## config.mk

```make
export PLATFORM = sky130hd
export DESIGN_NAME = json_strict_number_token_check
export DESIGN_NICKNAME = d
export VERILOG_FILES = /design/src/rtl/jsnc_pkg.sv /design/src/rtl/json_strict_number_token_check.sv
export SDC_FILE = /design/constraint.sdc
export NUM_CORES = 1
export LEC_CHECK = 0
export BUFFER_PORTS_ARGS = -buffer_cell sky130_fd_sc_hd__buf_2
export CORE_ASPECT_RATIO = 1.2
export CORE_MARGIN = 5
export CORE_UTILIZATION = 45
export DETAILED_ROUTE_END_ITERATION = 10
export PLACE_DENSITY = 0.65
export SLEW_MARGIN = 40
export SYNTH_ARGS = -nofsm -noshare
export SYNTH_HDL_FRONTEND = slang
export SYNTH_SLANG_ARGS = --single-unit
export TNS_END_PERCENT = 10
```

## constraint.sdc

```tcl
create_clock -name i_clk -period 2.8 [get_ports i_clk]
set_clock_uncertainty 0.2 [all_clocks]
set_input_delay 0.28 -clock i_clk [delete_from_list [all_inputs] [get_ports i_clk]]
set_output_delay 0.28 -clock i_clk [all_outputs]
set_load 0.1 [all_outputs]
```

## src/rtl/jsnc_pkg.sv

```systemverilog
package jsnc_pkg;

    typedef enum logic [3:0] {
        ST_OUT     = 4'd0,
        ST_STR     = 4'd1,
        ST_ESC     = 4'd2,
        ST_MINUS   = 4'd3,
        ST_ZERO    = 4'd4,
        ST_INT     = 4'd5,
        ST_DOT     = 4'd6,
        ST_FRAC    = 4'd7,
        ST_EXP     = 4'd8,
        ST_EXPSIGN = 4'd9,
        ST_EXPD    = 4'd10
    } t_scan_state;

    typedef enum logic [2:0] {
        ERR_NONE     = 3'd0,
        ERR_CTRL_IN  = 3'd1,
        ERR_CTRL_OUT = 3'd2,
        ERR_NUMBER   = 3'd3,
        ERR_TERM     = 3'd4,
        ERR_UNTERM   = 3'd5
    } t_err_code;

    localparam logic [7:0] CTRL_LIMIT = 8'h20;

    localparam logic [7:0] CH_QUOTE  = 8'h22;
    localparam logic [7:0] CH_BSLASH = 8'h5C;
    localparam logic [7:0] CH_MINUS  = 8'h2D;
    localparam logic [7:0] CH_PLUS   = 8'h2B;
    localparam logic [7:0] CH_DOT    = 8'h2E;
    localparam logic [7:0] CH_ZERO   = 8'h30;
    localparam logic [7:0] CH_NINE   = 8'h39;
    localparam logic [7:0] CH_COMMA  = 8'h2C;
    localparam logic [7:0] CH_RBRACE = 8'h7D;
    localparam logic [7:0] CH_RBRACK = 8'h5D;
    localparam logic [7:0] CH_E_LO   = 8'h65;
    localparam logic [7:0] CH_E_UP   = 8'h45;
    localparam logic [7:0] CH_SPACE  = 8'h20;
    localparam logic [7:0] CH_TAB    = 8'h09;
    localparam logic [7:0] CH_CR     = 8'h0D;
    localparam logic [7:0] CH_LF     = 8'h0A;

endpackage

```

## src/rtl/json_strict_number_token_check.sv

```systemverilog
// Strict JSON token screen. One byte request per cycle on i_data_byte/i_last while o_stall is
// low; one result per byte, in the cycle after the byte is accepted, from the result register.
// Tracks strings and escapes, rejects control bytes, and checks numbers strictly (no leading
// zeros, digits required after '-', '.', and the exponent, terminated by whitespace, ',', '}',
// ']' or end of document). The first error code is kept; the result for the last byte carries
// the verdict in o_document_valid, and the scanner then returns to its reset state for the next
// document. Throughput is one byte per cycle while o_stall is low; o_stall rises only while a
// result is held by i_stall.
module json_strict_number_token_check (
    input  logic       i_clk,
    input  logic       i_rst_n,
    input  logic       i_valid,
    output logic       o_stall,
    input  logic [7:0] i_data_byte,
    input  logic       i_last,
    output logic       o_valid,
    input  logic       i_stall,
    output logic       o_error_seen,
    output logic [2:0] o_error_code,
    output logic       o_document_valid,
    output logic       o_last_out
);
    import jsnc_pkg::*;

    t_scan_state r_state, n_state;
    logic        r_err_flag, n_err_flag;
    t_err_code   r_first_err, n_first_err;

    logic        r_out_valid;
    logic        r_out_err_seen;
    t_err_code   r_out_err_code;
    logic        r_out_doc_valid;
    logic        r_out_last;

    logic        accept;
    logic        is_dig, is_ws, is_term, is_exp;
    logic        scan_raise, fin_raise;
    t_err_code   scan_code, fin_code;
    t_scan_state scan_next;
    t_scan_state out_next;
    logic        out_raise;
    logic        doc_valid;

    assign o_stall = r_out_valid && i_stall;
    assign accept  = i_valid && !o_stall;

    assign is_dig  = (i_data_byte >= CH_ZERO) && (i_data_byte <= CH_NINE);
    assign is_ws   = (i_data_byte == CH_SPACE) || (i_data_byte == CH_TAB) ||
                     (i_data_byte == CH_CR) || (i_data_byte == CH_LF);
    assign is_term = is_ws || (i_data_byte == CH_COMMA) || (i_data_byte == CH_RBRACE) ||
                     (i_data_byte == CH_RBRACK);
    assign is_exp  = (i_data_byte == CH_E_LO) || (i_data_byte == CH_E_UP);

    // byte seen outside any token
    always_comb begin
        out_next  = ST_OUT;
        out_raise = 1'b0;
        if (i_data_byte == CH_QUOTE) begin
            out_next = ST_STR;
        end else if (i_data_byte < CTRL_LIMIT && !is_ws) begin
            out_raise = 1'b1;
        end else if (i_data_byte == CH_MINUS) begin
            out_next = ST_MINUS;
        end else if (i_data_byte == CH_ZERO) begin
            out_next = ST_ZERO;
        end else if (is_dig) begin
            out_next = ST_INT;
        end
    end

    always_comb begin
        scan_next  = r_state;
        scan_raise = 1'b0;
        scan_code  = ERR_NONE;
        case (r_state)
            ST_STR: begin
                if (i_data_byte < CTRL_LIMIT) begin
                    scan_raise = 1'b1;
                    scan_code  = ERR_CTRL_IN;
                end else if (i_data_byte == CH_BSLASH) begin
                    scan_next = ST_ESC;
                end else if (i_data_byte == CH_QUOTE) begin
                    scan_next = ST_OUT;
                end
            end
            ST_ESC: begin
                scan_next = ST_STR;
            end
            ST_MINUS: begin
                if (i_data_byte == CH_ZERO) begin
                    scan_next = ST_ZERO;
                end else if (is_dig) begin
                    scan_next = ST_INT;
                end else begin
                    scan_next  = ST_OUT;
                    scan_raise = 1'b1;
                    scan_code  = ERR_NUMBER;
                end
            end
            ST_ZERO: begin
                if (i_data_byte == CH_DOT) begin
                    scan_next = ST_DOT;
                end else if (is_exp) begin
                    scan_next = ST_EXP;
                end else if (is_dig) begin
                    scan_next  = ST_OUT;
                    scan_raise = 1'b1;
                    scan_code  = ERR_NUMBER;
                end else begin
                    scan_next  = ST_OUT;
                    scan_raise = !is_term;
                    scan_code  = ERR_TERM;
                end
            end
            ST_INT: begin
                if (is_dig) begin
                    scan_next = ST_INT;
                end else if (i_data_byte == CH_DOT) begin
                    scan_next = ST_DOT;
                end else if (is_exp) begin
                    scan_next = ST_EXP;
                end else begin
                    scan_next  = ST_OUT;
                    scan_raise = !is_term;
                    scan_code  = ERR_TERM;
                end
            end
            ST_DOT: begin
                if (is_dig) begin
                    scan_next = ST_FRAC;
                end else begin
                    scan_next  = ST_OUT;
                    scan_raise = 1'b1;
                    scan_code  = ERR_NUMBER;
                end
            end
            ST_FRAC: begin
                if (is_dig) begin
                    scan_next = ST_FRAC;
                end else if (is_exp) begin
                    scan_next = ST_EXP;
                end else begin
                    scan_next  = ST_OUT;
                    scan_raise = !is_term;
                    scan_code  = ERR_TERM;
                end
            end
            ST_EXP: begin
                if (i_data_byte == CH_PLUS || i_data_byte == CH_MINUS) begin
                    scan_next = ST_EXPSIGN;
                end else if (is_dig) begin
                    scan_next = ST_EXPD;
                end else begin
                    scan_next  = ST_OUT;
                    scan_raise = 1'b1;
                    scan_code  = ERR_NUMBER;
                end
            end
            ST_EXPSIGN: begin
                if (is_dig) begin
                    scan_next = ST_EXPD;
                end else begin
                    scan_next  = ST_OUT;
                    scan_raise = 1'b1;
                    scan_code  = ERR_NUMBER;
                end
            end
            ST_EXPD: begin
                if (!is_dig) begin
                    scan_next  = ST_OUT;
                    scan_raise = !is_term;
                    scan_code  = ERR_TERM;
                end
            end
            default: begin
                scan_next  = out_next;
                scan_raise = out_raise;
                scan_code  = ERR_CTRL_OUT;
            end
        endcase
    end

    // end-of-document checks
    always_comb begin
        fin_raise = 1'b0;
        fin_code  = ERR_NONE;
        if (i_last) begin
            if (scan_next == ST_STR || scan_next == ST_ESC) begin
                fin_raise = 1'b1;
                fin_code  = ERR_UNTERM;
            end else if (scan_next == ST_MINUS || scan_next == ST_DOT ||
                         scan_next == ST_EXP || scan_next == ST_EXPSIGN) begin
                fin_raise = 1'b1;
                fin_code  = ERR_NUMBER;
            end
        end
    end

    always_comb begin
        n_err_flag  = r_err_flag || scan_raise || fin_raise;
        n_first_err = r_first_err;
        if (!r_err_flag) begin
            if (scan_raise) begin
                n_first_err = scan_code;
            end else if (fin_raise) begin
                n_first_err = fin_code;
            end
        end
        n_state   = scan_next;
        doc_valid = i_last && !n_err_flag;
    end

    always_ff @(posedge i_clk) begin
        if (!i_rst_n) begin
            r_state     <= ST_OUT;
            r_err_flag  <= 1'b0;
            r_first_err <= ERR_NONE;
            r_out_valid <= 1'b0;
        end else begin
            if (accept) begin
                if (i_last) begin
                    r_state     <= ST_OUT;
                    r_err_flag  <= 1'b0;
                    r_first_err <= ERR_NONE;
                end else begin
                    r_state     <= n_state;
                    r_err_flag  <= n_err_flag;
                    r_first_err <= n_first_err;
                end
            end
            if (accept) begin
                r_out_valid <= 1'b1;
            end else if (!i_stall) begin
                r_out_valid <= 1'b0;
            end
        end
    end

    always_ff @(posedge i_clk) begin
        if (accept) begin
            r_out_err_seen  <= n_err_flag;
            r_out_err_code  <= n_first_err;
            r_out_doc_valid <= doc_valid;
            r_out_last      <= i_last;
        end
    end

    assign o_valid          = r_out_valid;
    assign o_error_seen     = r_out_err_seen;
    assign o_error_code     = r_out_err_code;
    assign o_document_valid = r_out_doc_valid;
    assign o_last_out       = r_out_last;

    a_verdict_on_last: assert property (@(posedge i_clk) disable iff (!i_rst_n)
        o_valid && o_document_valid |-> o_last_out && !o_error_seen)
        else $error("verdict valid off last byte or with error");

    a_code_matches_flag: assert property (@(posedge i_clk) disable iff (!i_rst_n)
        r_err_flag == (r_first_err != ERR_NONE))
        else $error("error flag and first error code disagree");

    a_reset_after_last: assert property (@(posedge i_clk) disable iff (!i_rst_n)
        accept && i_last |=> r_state == ST_OUT && !r_err_flag)
        else $error("scanner not cleared after last byte");

    a_first_err_sticky: assert property (@(posedge i_clk) disable iff (!i_rst_n)
        accept && !i_last && r_err_flag |=> r_err_flag && r_first_err == $past(r_first_err))
        else $error("first error code overwritten");

endmodule
```

## Yosys cells after proc, flatten, opt, wreduce, memory -nomap -nowiden

Index checks and enable logic that the tools add are counted.

- Word-level logic and storage cells: 126
- Flip-flop bits (word level): 15
- Bits in latches: 0
- Memory bits (read-only): 0
- Bits of input ports: 13
- Output and inout bits: 8
- Memories kept: 0
- Memory bits (writable): 0

- Equal/unequal tests: 32
- Reductions and logical operators: 24
- Divide/modulo/power cells: 0
- Mux-type cells: 59
- Bitwise gates (word level): 0
- Shift-type cells: 0
- Add/subtract/negate cells: 0
- $mul: 0
- Order comparisons: 3

Operators with widths:

| operator | number |
|---|---|
| $mux 3 | 20 |
| $eq 8x6->1 const B | 7 |
| $mux 4 | 11 |
| $eq 8x7->1 const B | 5 |
| $pmux 4 s10 | 1 |
| $pmux 3 s9 | 1 |
| $eq 8x4->1 const B | 3 |
| $mux 1 | 21 |
| $eq 4x3->1 const B | 5 |
| $eq 4x4->1 const B | 5 |
| $eq 4x2->1 const B | 4 |
| $logic_or 1x1->1 | 14 |
| $pmux 1 s9 | 1 |
| $eq 4x1->1 const B | 2 |
| $ge 8x6->1 const B | 1 |
| $le 8x6->1 const B | 1 |
| $lt 8x6->1 const B | 1 |
| $mux 2 | 4 |
| $logic_and 1x1->1 | 5 |
| $logic_not 1->1 | 4 |
| $ne 2x1->1 const B | 1 |
| $reduce_or 2->1 | 1 |

## Depth between registers and ports, before layout

Gate-level depths: netlist of run 1.

- Depth after elaboration: 20
- Depth in mapped cells: 10
- Gate-level depth less buffers: 8

## Worst setup path after synthesis of run 1

Ideal clock, no wire load.

- Path kind: register to register
- From: register r_state[2]
- To: register r_first_err[2]
- Buffers on the path: 1
- Arrival time: 2231 ps
- Setup time: 84 ps
- Stages on the path, launching flop included: 10
- Period minus slack after synthesis: 2515 ps
- Required time: 2516 ps
- Slack: 285 ps
- Cell sequence: dfxtp_1 -> buf_2 -> inv_1 -> o311ai_0 -> o21ai_0 -> o32ai_2 -> xnor2_1 -> nand4_2 -> mux2_4 -> o31ai_2

- Word-level cells in the longest chain between the ends: 15
- Elaborated cells between the ends (all ways): 37
- Those cells by class: eq/ne (16); mux (16); reduce/logical (5)

RTL lines:

| what | RTL line | text |
|---|---|---|
| from (decl) | json_strict_number_token_check.sv:25 | `t_scan_state r_state, n_state;` |
| from (signal assigned) | json_strict_number_token_check.sv:226 | `r_state <= n_state;` |
| $mux 4 | json_strict_number_token_check.sv:82 | `end else if (i_data_byte == CH_QUOTE) begin` |
| $mux 4 | json_strict_number_token_check.sv:80 | `end else if (i_data_byte == CH_BSLASH) begin` |
| $mux 4 | json_strict_number_token_check.sv:77 | `if (i_data_byte < CTRL_LIMIT) begin` |
| $pmux 4 s10 | json_strict_number_token_check.sv:75 | `case (r_state)` |
| $eq 4x2->1 or $eq 4x3->1 (tied branches) | json_strict_number_token_check.sv:191 | `end else if (scan_next == ST_MINUS \|\| scan_next == ST_DOT \|\|` |
| $logic_or 1x1->1 (2 in a row) | json_strict_number_token_check.sv:191 |  |
| $logic_or 1x1->1 | json_strict_number_token_check.sv:192 | `scan_next == ST_EXP \|\| scan_next == ST_EXPSIGN) begin` |
| $mux 1 | json_strict_number_token_check.sv:191 |  |
| $mux 1 | json_strict_number_token_check.sv:188 | `if (scan_next == ST_STR \|\| scan_next == ST_ESC) begin` |
| $mux 1 | json_strict_number_token_check.sv:187 | `if (i_last) begin` |
| $mux 3 | json_strict_number_token_check.sv:205 | `end else if (fin_raise) begin` |
| $mux 3 * | json_strict_number_token_check.sv:203 | `if (scan_raise) begin` |
| $mux 3 * | json_strict_number_token_check.sv:202 | `if (!r_err_flag) begin` |
| $mux 3 * | json_strict_number_token_check.sv:221 | `if (i_last) begin` |
| to (signal assigned) | json_strict_number_token_check.sv:228 | `r_first_err <= n_first_err;` |
| to (decl) | json_strict_number_token_check.sv:27 | `t_err_code r_first_err, n_first_err;` |

Mark *: on every way between the ends. The rest lies on a longest branch, timed or not.
A chain may end at the register's enable or synchronous reset.

## Worst setup path after layout of run 1

- From: register r_state[1]
- To: register r_first_err[2]

Same word-level chain as after synthesis.

==> run_results.csv, run 1 <==
group,metric,value,unit
drt,wl,3.67,mm
clock_tree,cts_hold_buf,0,
logic_synthesis,yosys.area.top_type,"dfxtp_1",
place,routabilityCongestion,0.924,
grt,grt_pass1_vias,1435,
clock_tree,htreeDepth,1,
clock_tree,clkSlewWorstSetupHoldPaths,0.08,ns
floorplanning,core,0.00311,sq mm
worst_setup_path,slowest_delay,0.55,ns
sta,rsz0062_at_grt,"yes",
drt,vias,1532,
grt,grt_usage,0.165,
drt,drt-initial-drc-count,70,
sta,slew_headroom,0.675,
sta,tightest_slew,0.483,ns
floorplanning,die_w,62.3,um
sta,post-route-min-period,2.64,ns
logic_synthesis,synthArstFlopShare,0,
logic_synthesis,synth_area_leaders,"dfxtp_1 (12%), edfxtp_1 (12%), a21oi_1 (4.1%), nor2b_1 (3.8%), nand2_1 (3.3%)",
power_and_ir_drop,power_leakage,0.604,nW
grt,grt_max_degree,14,
grt,grt_pass1_wl,6.31,mm
floorplanning,die_h,72.7,um
run,drv_cap,0,
worst_setup_path,worst-endpoint-arrival,2.64,ns
logic_synthesis,synth_warnings,0,
worst_setup_path,cp-end-kind,"flip-flop",
logic_synthesis,synth_top_area_share,0.122,
worst_setup_path,r2r_start,"r_state[1]",
drt,drc_errors,0,
cells_and_area,drive_gt1_frac,0.251,
power_and_ir_drop,cellPowerDensity,323,mW/mm^2
place,dp_cells,235,
floorplanning,row_count,22,
min_path,hp-class,"in2reg",
grt,grt_overflow,0,
clock_tree,clk_path_buf_depth,2,
worst_setup_path,path_max_fanout,12,
worst_setup_path,rr_endpoint,"r_first_err[2]",
min_path,holdPathStages,2,
worst_setup_path,reg2regPathDepth,9,
power_and_ir_drop,totalPowerFinal,529,uW
worst_setup_path,required,2.80,ns
cells_and_area,nFillCells,310,
cells_and_area,stdcell_count,239,
logic_synthesis,synthFlopType,"dfxtp_1",
drt,vias_per_cell,6.41,
floorplanning,start_util,0.474,
worst_setup_path,critPathSlowestCell,"or4_4",
cells_and_area,area_growth,10.9,%
cells_and_area,design_area,0.00164,sq mm
sta,drv_slew,0,
clock_tree,cts-root-buf,"clkbuf_4",
logic_synthesis,ys_types,64,
place,dpl-instance-area,0.00161,sq mm
logic_synthesis,yosysMostFrequentCell,"nand2_1",
logic_synthesis,synth-edff-count,6,
worst_setup_path,cp_cell_sequence,"buf_4, and2_1, o41ai_2, a211oi_1, or4_4, xnor2_1, nand4_2, mux2_4, o31ai_2",
cells_and_area,multi_input_area,995,sq um
logic_synthesis,syn_area,0.00148,sq mm
worst_setup_path,crit_end,"r_first_err[2]",
cells_and_area,seqCellArea,364,sq um
worst_setup_path,crit_start,"r_state[1]",
sta,fmax,379,MHz
status,status,"finished, final reports clean",
grt,antenna_found_initial,0,
logic_synthesis,synthCells,185,
clock_tree,cts_tree,"built",
logic_synthesis,synth-seq-area-share,0.244,
drt,ant_nets,0,
clock_tree,cts_sinks,15,
power_and_ir_drop,ir_drop,270,uV
clock_tree,cts_buffers,3,
sta,final_hold_viol_count,0,
floorplanning,die-area,0.00453,sq mm
clock_tree,clock_latency,0.28,ns
sta,final.period_utilization,0.943,
worst_setup_path,worstSetupStartpointType,"flip-flop",
cells_and_area,n_antenna_cell,0,
cells_and_area,final_net_count,217,
drt,wire_per_inst,15.4,um
place,port_buffers,20,
logic_synthesis,synth_common_cells,"nand2_1 (13), a21oi_1 (12)",
place,dp_hpwl,2.84,mm
logic_synthesis,synth_seq_cells,15,
worst_setup_path,worst-setup-path-type,"reg2reg",
floorplanning,io_pins,21,
sta,hold_slack,0.0204,ns
drt,dr.pass1.iters,4,
logic_synthesis,syn_nets,198,
logic_synthesis,synth.avg_cell_area,7.97,sq um
sta,fin_tns_setup,0,ns
worst_setup_path,r2r_slack,0.16,ns
sta,setup_viol,0,
-- state kept, by name, indices dropped and copies added, names as in the netlist --
| signal | count |
|---|---|
| o_last_out | 1 |
| o_valid | 1 |
| o_document_valid | 1 |
| o_error_code | 3 |
| r_first_err | 3 |
| r_err_flag | 1 |
| r_state | 4 |
| o_error_seen | 1 |
-- critical path, delay by kind of cell (launching register included) --
| family | cells | cell delay [ns] |
|---|---|---|
| AND/OR/NAND/NOR | 3 | 0.90 |
| AO/OA/AOI/OAI | 3 | 0.39 |
| buffers and inverters | 1 | 0.19 |
| multiplexers | 1 | 0.31 |
| XOR/XNOR | 1 | 0.20 |
| flip-flops | 1 | 0.37 |
-- stage by stage --
step                      setup slack [ns]  utilization
after floorplan                      0.285            -
after global placement              0.0760        0.516
after detailed placement           0.00230        0.516
after CTS                           0.0883        0.525
after global routing               -0.0108        0.526
final                                0.159        0.526
-- cells by family after synthesis --
logic type	share of synthesized area
AO/OA/AOI/OAI	0.302
XOR/XNOR	0.0119
buffers and inverters	0.0814
flip-flops	0.244
multiplexers	0.0178
AND/OR/NAND/NOR	0.343
-- power breakdown --
part / internal [mW] / total [mW] / switching, mW
sequential: 0.238 / 0.241 / 0.00356
combinational: 0.0434 / 0.167 / 0.124
clock: 0.0552 / 0.120 / 0.0650
-- per-layer routing --
layer | vias up | track usage | wire (um)
met1 | 712 | 0.187 | 1510
met4 | 0 | 0.0896 | 104
met3 | 10 | 0.0185 | 237
met2 | 63 | 0.301 | 1830
met5 | - | 0 | 0
li1 | 747 | - | -
-- timing repair --
item / CTS / global route
setup buffers: 0 / 0
endpoints found under the setup margin: 0 / 5
gates resized for setup: 0 / 4
-- how the worst min path moves through the flow --
| stage | start | end | slack [ns] |
|---|---|---|---|
| 6_report | i_valid | o_valid | 0.02 |
| 2_1_floorplan | i_last | o_last_out | 0.18 |
| 3_3_place_gp | r_first_err[0] | r_first_err[0] | 0.24 |
| 4_1_cts | i_valid | o_valid | 0.02 |
| 3_5_place_dp | r_first_err[0] | r_first_err[0] | 0.28 |
| 5_1_grt | i_valid | o_valid | 0.03 |
-- cells in the final DEF, fill, tap and decap left out, types with 5 or more instances in the layout --
master	n
a21oi_1	12
a31oi_1	5
buf_2	20
buf_4	10
dfxtp_1	6
edfxtp_1	6
inv_1	7
nand2_1	13
nand3_1	8
nor2_1	8
nor2b_1	9
nor3_1	8
o21ai_0	9
-- layout make-up --
| type | instances | area share |
|---|---|---|
| Sequential cell | 15 | 0.223 |
| Timing Repair Buffer | 30 | 0.107 |
| Clock buffer | 4 | 0.0161 |
| Tap cell | 36 | 0.0275 |
| Inverter | 8 | 0.0184 |
| Multi-Input combinational cell | 146 | 0.608 |
Power figures use the tool's default switching activity.
==> run 2: changes to the inputs <==
Settings changed: CORE_UTILIZATION 45 to 57, PLACE_DENSITY 0.65 to 0.79.
==> run 2 against run 1 <==
Global-route usage grew 5.0 points. Critical path depth shrank 1. Clock power is essentially flat. Critical endpoint unchanged. Largest cell class unchanged.
==> run_results.csv, run 2 (synthesized netlist as in run 1, its figures left out) <==
group,metric,value,unit
status,status,"finished, final reports clean",
floorplanning,die-area,0.00371,sq mm
clock_tree,cts_sinks,15,
sta,post-route-min-period,2.69,ns
worst_setup_path,cp-end-kind,"flip-flop",
floorplanning,die_h,65.7,um
place,port_buffers,20,
worst_setup_path,critPathSlowestCell,"dfxtp_2",
floorplanning,io_pins,21,
sta,fmax,372,MHz
sta,slew_headroom,0.676,
clock_tree,htreeDepth,1,
worst_setup_path,crit_family,"compound AO/OA/AOI/OAI gates",
run,drv_cap,0,
drt,drt-initial-drc-count,81,
grt,grt_usage,0.215,
grt,grt_pass1_vias,1451,
clock_tree,cts_hold_buf,0,
floorplanning,core,0.00250,sq mm
floorplanning,start_util,0.590,
clock_tree,clkSlewWorstSetupHoldPaths,0.09,ns
worst_setup_path,worst-setup-path-type,"reg2reg",
grt,antenna_found_initial,0,
clock_tree,cts_buffers,3,
worst_setup_path,worstSetupStartpointType,"flip-flop",
place,dpl-instance-area,0.00164,sq mm
clock_tree,cts-root-buf,"clkbuf_4",
clock_tree,clock_latency,0.29,ns
clock_tree,cts_tree,"built",
cells_and_area,n_antenna_cell,0,
worst_setup_path,cp_num_buf_inv,1,
sta,rsz0062_at_grt,"no",
power_and_ir_drop,cellPowerDensity,318,mW/mm^2
worst_setup_path,cp_cell_sequence,"or3b_1, a31oi_1, a211oi_1, o21a_1, o211ai_2, clkinv_1, mux2_4, o31ai_2",
cells_and_area,largest_register_ffs,4,
grt,grt_max_degree,19,
sta,final_hold_viol_count,0,
drt,vias,1572,
grt,grt_overflow,0,
cells_and_area,layout_commonest_cell,"buf_2",
place,routabilityCongestion,0.897,
sta,drv_slew,0,
drt,wire_per_inst,15.5,um
cells_and_area,design_area,0.00168,sq mm
drt,drc_errors,0,
worst_setup_path,path_max_fanout,12,
sta,tightest_slew,0.481,ns
power_and_ir_drop,ir_drop,230,uV
sta,fin_tns_setup,0,ns
worst_setup_path,worst-endpoint-arrival,2.69,ns
floorplanning,die_w,56.4,um
drt,dr.pass1.iters,4,
cells_and_area,final_net_count,223,
cells_and_area,area_growth,14.1,%
sta,final.period_utilization,0.959,
grt,grt_pass1_wl,6.43,mm
worst_setup_path,slowest_delay,0.47,ns
drt,wl,3.75,mm
min_path,hp-class,"in2reg",
cells_and_area,largest-register,"r_state",
place,dp_hpwl,2.90,mm
drt,vias_per_cell,6.50,
sta,setup_viol,0,
drt,ant_nets,0,
floorplanning,row_count,20,
cells_and_area,drive_gt1_frac,0.278,
clock_tree,clk_path_buf_depth,2,
cells_and_area,final_cell_mix,"buf_2 (20), buf_4 (16), nand2_1 (13), a21oi_1 (12)",
worst_setup_path,required,2.81,ns
power_and_ir_drop,power_leakage,0.636,nW
[run 2: timing repair]
item | 4_1_cts | 5_1_grt
endpoints found under the hold margin | 0 | 0
gates resized for setup | 1 | 5
endpoints found under the setup margin | 1 | 6
pin swaps | 0 | 1
setup buffers | 0 | 1
[run 2: routing by layer]
metal,up-vias,wire [um],global-route usage
met5,-,0,0
met4,0,162,0.139
met3,17,226,0.0177
met2,61,1890,0.387
met1,741,1480,0.239
li1,753,-,-
[run 2: path summary, 6_finish.rpt]
| check | start | endpoint | slack, ns | cells after the start |
|---|---|---|---|---|
| setup / recovery | r_state[2] | r_first_err[2] | 0.11 | 8 |
| hold / removal | i_valid | o_valid | 0.02 | 2 |
| setup reg to reg | r_state[2] | r_first_err[2] | 0.11 | 8 |
| hold reg to reg | r_first_err[0] | r_first_err[0] | 0.26 | 2 |
[run 2: through the flow]
stage	setup WS, ns	std cells	hold WS, ns	utilization	power, mW
floorplan	0.285	185	0.179	-	0.379
global placement	0.0761	237	0.242	0.655	0.412
detailed placement	0.0188	237	0.254	0.655	0.415
CTS	0.00868	241	0.0119	0.666	0.537
global route	0.0211	242	0.0533	0.673	0.560
finish	0.114	242	0.0238	0.673	0.534
[run 2: area by class of cell]
| cell class | count | area [sq um] |
|---|---|---|
| timing repair buffer | 36 | 220 |
| multi-input combinational | 146 | 1000 |
| sequential | 15 | 365 |
| tap | 33 | 41.3 |
| inverter | 8 | 30.0 |
| fill | 232 | 820 |
| clock buffer | 4 | 26.3 |
[run 2: report_power, final]
group | switching [mW] | internal, mW
combinational | 0.124 | 0.0456
sequential | 0.00403 | 0.238
clock | 0.0673 | 0.0555
==> run 3: changes to the inputs <==
Settings changed: CORE_MARGIN 5 to 2, CORE_UTILIZATION 57 to 40, PLACE_DENSITY 0.79 to unset, SLEW_MARGIN 40 to 20.
==> run 3 against run 2 <==
Flip-flop and latch count unchanged. First-iteration DRC count down 37%. Cell count up 2.1%. Critical endpoint unchanged. Largest cell class unchanged. Largest power group unchanged.
==> run_results.csv, run 3 (synthesized netlist as in run 1, its figures left out) <==
group,metric,value,unit
min_path,min-delay-start,"i_valid",
drt,drc_errors,0,
worst_setup_path,cp-end-kind,"flip-flop",
min_path,hp-class,"in2reg",
cells_and_area,nFillCells,361,
sta,post-route-min-period,2.69,ns
power_and_ir_drop,cellPowerDensity,346,mW/mm^2
worst_setup_path,r2r_start,"r_state[0]",
clock_tree,cts_buffers,3,
worst_setup_path,reg2regPathDepth,8,
floorplanning,die_h,70.5,um
sta,fmax,372,MHz
worst_setup_path,rr_endpoint,"r_first_err[2]",
cells_and_area,largest-register,"r_state",
sta,slew_headroom,0.678,
drt,drt-initial-drc-count,51,
floorplanning,row_count,24,
grt,antenna_found_initial,0,
place,dpl-instance-area,0.00164,sq mm
grt,grt_pass1_vias,1436,
clock_tree,cts-root-buf,"clkbuf_8",
power_and_ir_drop,ir_drop,116,uV
drt,vias_per_cell,6.26,
cells_and_area,drive_gt1_frac,0.274,
grt,grt_usage,0.194,
worst_setup_path,path_max_fanout,14,
place,dp_hpwl,2.96,mm
clock_tree,htreeDepth,1,
place,routabilityCongestion,0.837,
drt,wl,3.86,mm
cells_and_area,final_net_count,222,
floorplanning,start_util,0.413,
drt,wire_per_inst,15.6,um
drt,vias,1547,
cells_and_area,layout_commonest_cell,"buf_2",
sta,final_hold_viol_count,0,
min_path,hold_end,"o_valid",
sta,final.period_utilization,0.961,
grt,grt_pass1_wl,6.55,mm
cells_and_area,final_cell_mix,"buf_2 (20), buf_4 (15), nand2_1 (13), a21oi_1 (12)",
run,drv_cap,0,
power_and_ir_drop,power_leakage,0.634,nW
place,port_buffers,20,
worst_setup_path,r2r_slack,0.11,ns
floorplanning,die-area,0.00419,sq mm
clock_tree,clk_path_buf_depth,2,
drt,ant_nets,0,
cells_and_area,area_growth,15.4,%
sta,tightest_slew,0.487,ns
worst_setup_path,worst-endpoint-arrival,2.64,ns
grt,grt_max_degree,22,
clock_tree,clock_latency,0.25,ns
cells_and_area,n_antenna_cell,0,
sta,drv_slew,0,
floorplanning,core,0.00357,sq mm
cells_and_area,largest_register_ffs,4,
clock_tree,clkSlewWorstSetupHoldPaths,0.06,ns
min_path,holdPathStages,2,
power_and_ir_drop,totalPowerFinal,588,uW
floorplanning,die_w,59.4,um
clock_tree,cts_tree,"built",
worst_setup_path,worst-setup-path-type,"reg2reg",
cells_and_area,design_area,0.00170,sq mm
worst_setup_path,required,2.75,ns
clock_tree,cts_sinks,15,
worst_setup_path,worstSetupStartpointType,"flip-flop",
status,status,"finished, final reports clean",
sta,setup_viol,0,
floorplanning,io_pins,21,
grt,grt_overflow,0,
drt,dr.pass1.iters,4,
[run 3: cell count changes in the layout (fill, tap and decap cells not counted)]
cell / before / now
clkinv_1: 1 / 0
clkbuf_8: 0 / 3
nor3b_2: 1 / 0
dfxtp_4: 0 / 2
buf_4: 16 / 15
nor3b_1: 0 / 1
inv_2: 0 / 1
dfxtp_2: 4 / 2
o311ai_1: 1 / 0
clkbuf_4: 3 / 0
o311ai_0: 0 / 1
[run 3: stage by stage]
stage           TNS, ns  setup WS [ns]  instances  utilization  hold WS [ns]
5_1_grt        -0.00967       -0.00967        247        0.476        0.0846
2_1_floorplan         0          0.285        185            -         0.179
4_1_cts               0        0.00271        246        0.472        0.0558
3_5_place_dp    -0.0744        -0.0527        242        0.459         0.252
6_report              0          0.110        247        0.476        0.0572
3_3_place_gp          0         0.0526        242        0.459         0.241
[run 3: layer usage]
layer	wire length [um]	up-vias	part of all wire	global-route usage
met2	1910	57	0.49	0.322
met5	0	-	0	0
met4	180	0	0.047	0.109
met1	1600	722	0.41	0.242
met3	173	15	0.045	0.0130
li1	-	753	-	-
[run 3: area by class of cell]
class	count	area, sq um	area share
Clock buffer	4	45.0	0.0265
Inverter	8	30.0	0.0176
Multi-Input combinational cell	146	995	0.585
Sequential cell	15	370	0.218
Tap cell	39	48.8	0.0287
Timing Repair Buffer	35	213	0.125
[run 3: worst max path at each step]
stage,slack (ns),from,end,cells after the start
after detailed placement,-0.05,r_state[1],r_first_err[2],8
final,0.11,r_state[0],r_first_err[2],8
after global routing,-0.01,r_state[0],r_first_err[2],8
after global placement,0.05,i_data_byte[3],o_error_code[2],9
after CTS,0.003,r_state[2],r_first_err[2],8
after floorplan,0.28,r_state[2],r_first_err[2],9
[run 3: timing repair]
item / 4_1_cts / 5_1_grt
resized for setup: 1 / 6
pin swaps: 0 / 2
hold buffers: 0 / 0
buffers inserted: 0 / 1
cloned: 0 / 0
endpoints found under the setup margin: 2 / 7
[run 3: report_power, final]
| group | leakage, nW | switching, mW | internal, mW |
|---|---|---|---|
| clock | 0.0228 | 0.0757 | 0.101 |
| sequential | 0.135 | 0.00408 | 0.236 |
| combinational | 0.476 | 0.125 | 0.0463 |
| total | 0.634 | 0.205 | 0.383 |
[run 3: worst max-delay path: stages, from the launching register on]
cell and delay, ns:
dfxtp_2 0.39, a21o_1 0.23, a21oi_2 0.15, a311oi_1 0.06, or4_4 0.56, xnor2_1 0.21
nand4_2 0.20, mux2_4 0.32, o31ai_2 0.26
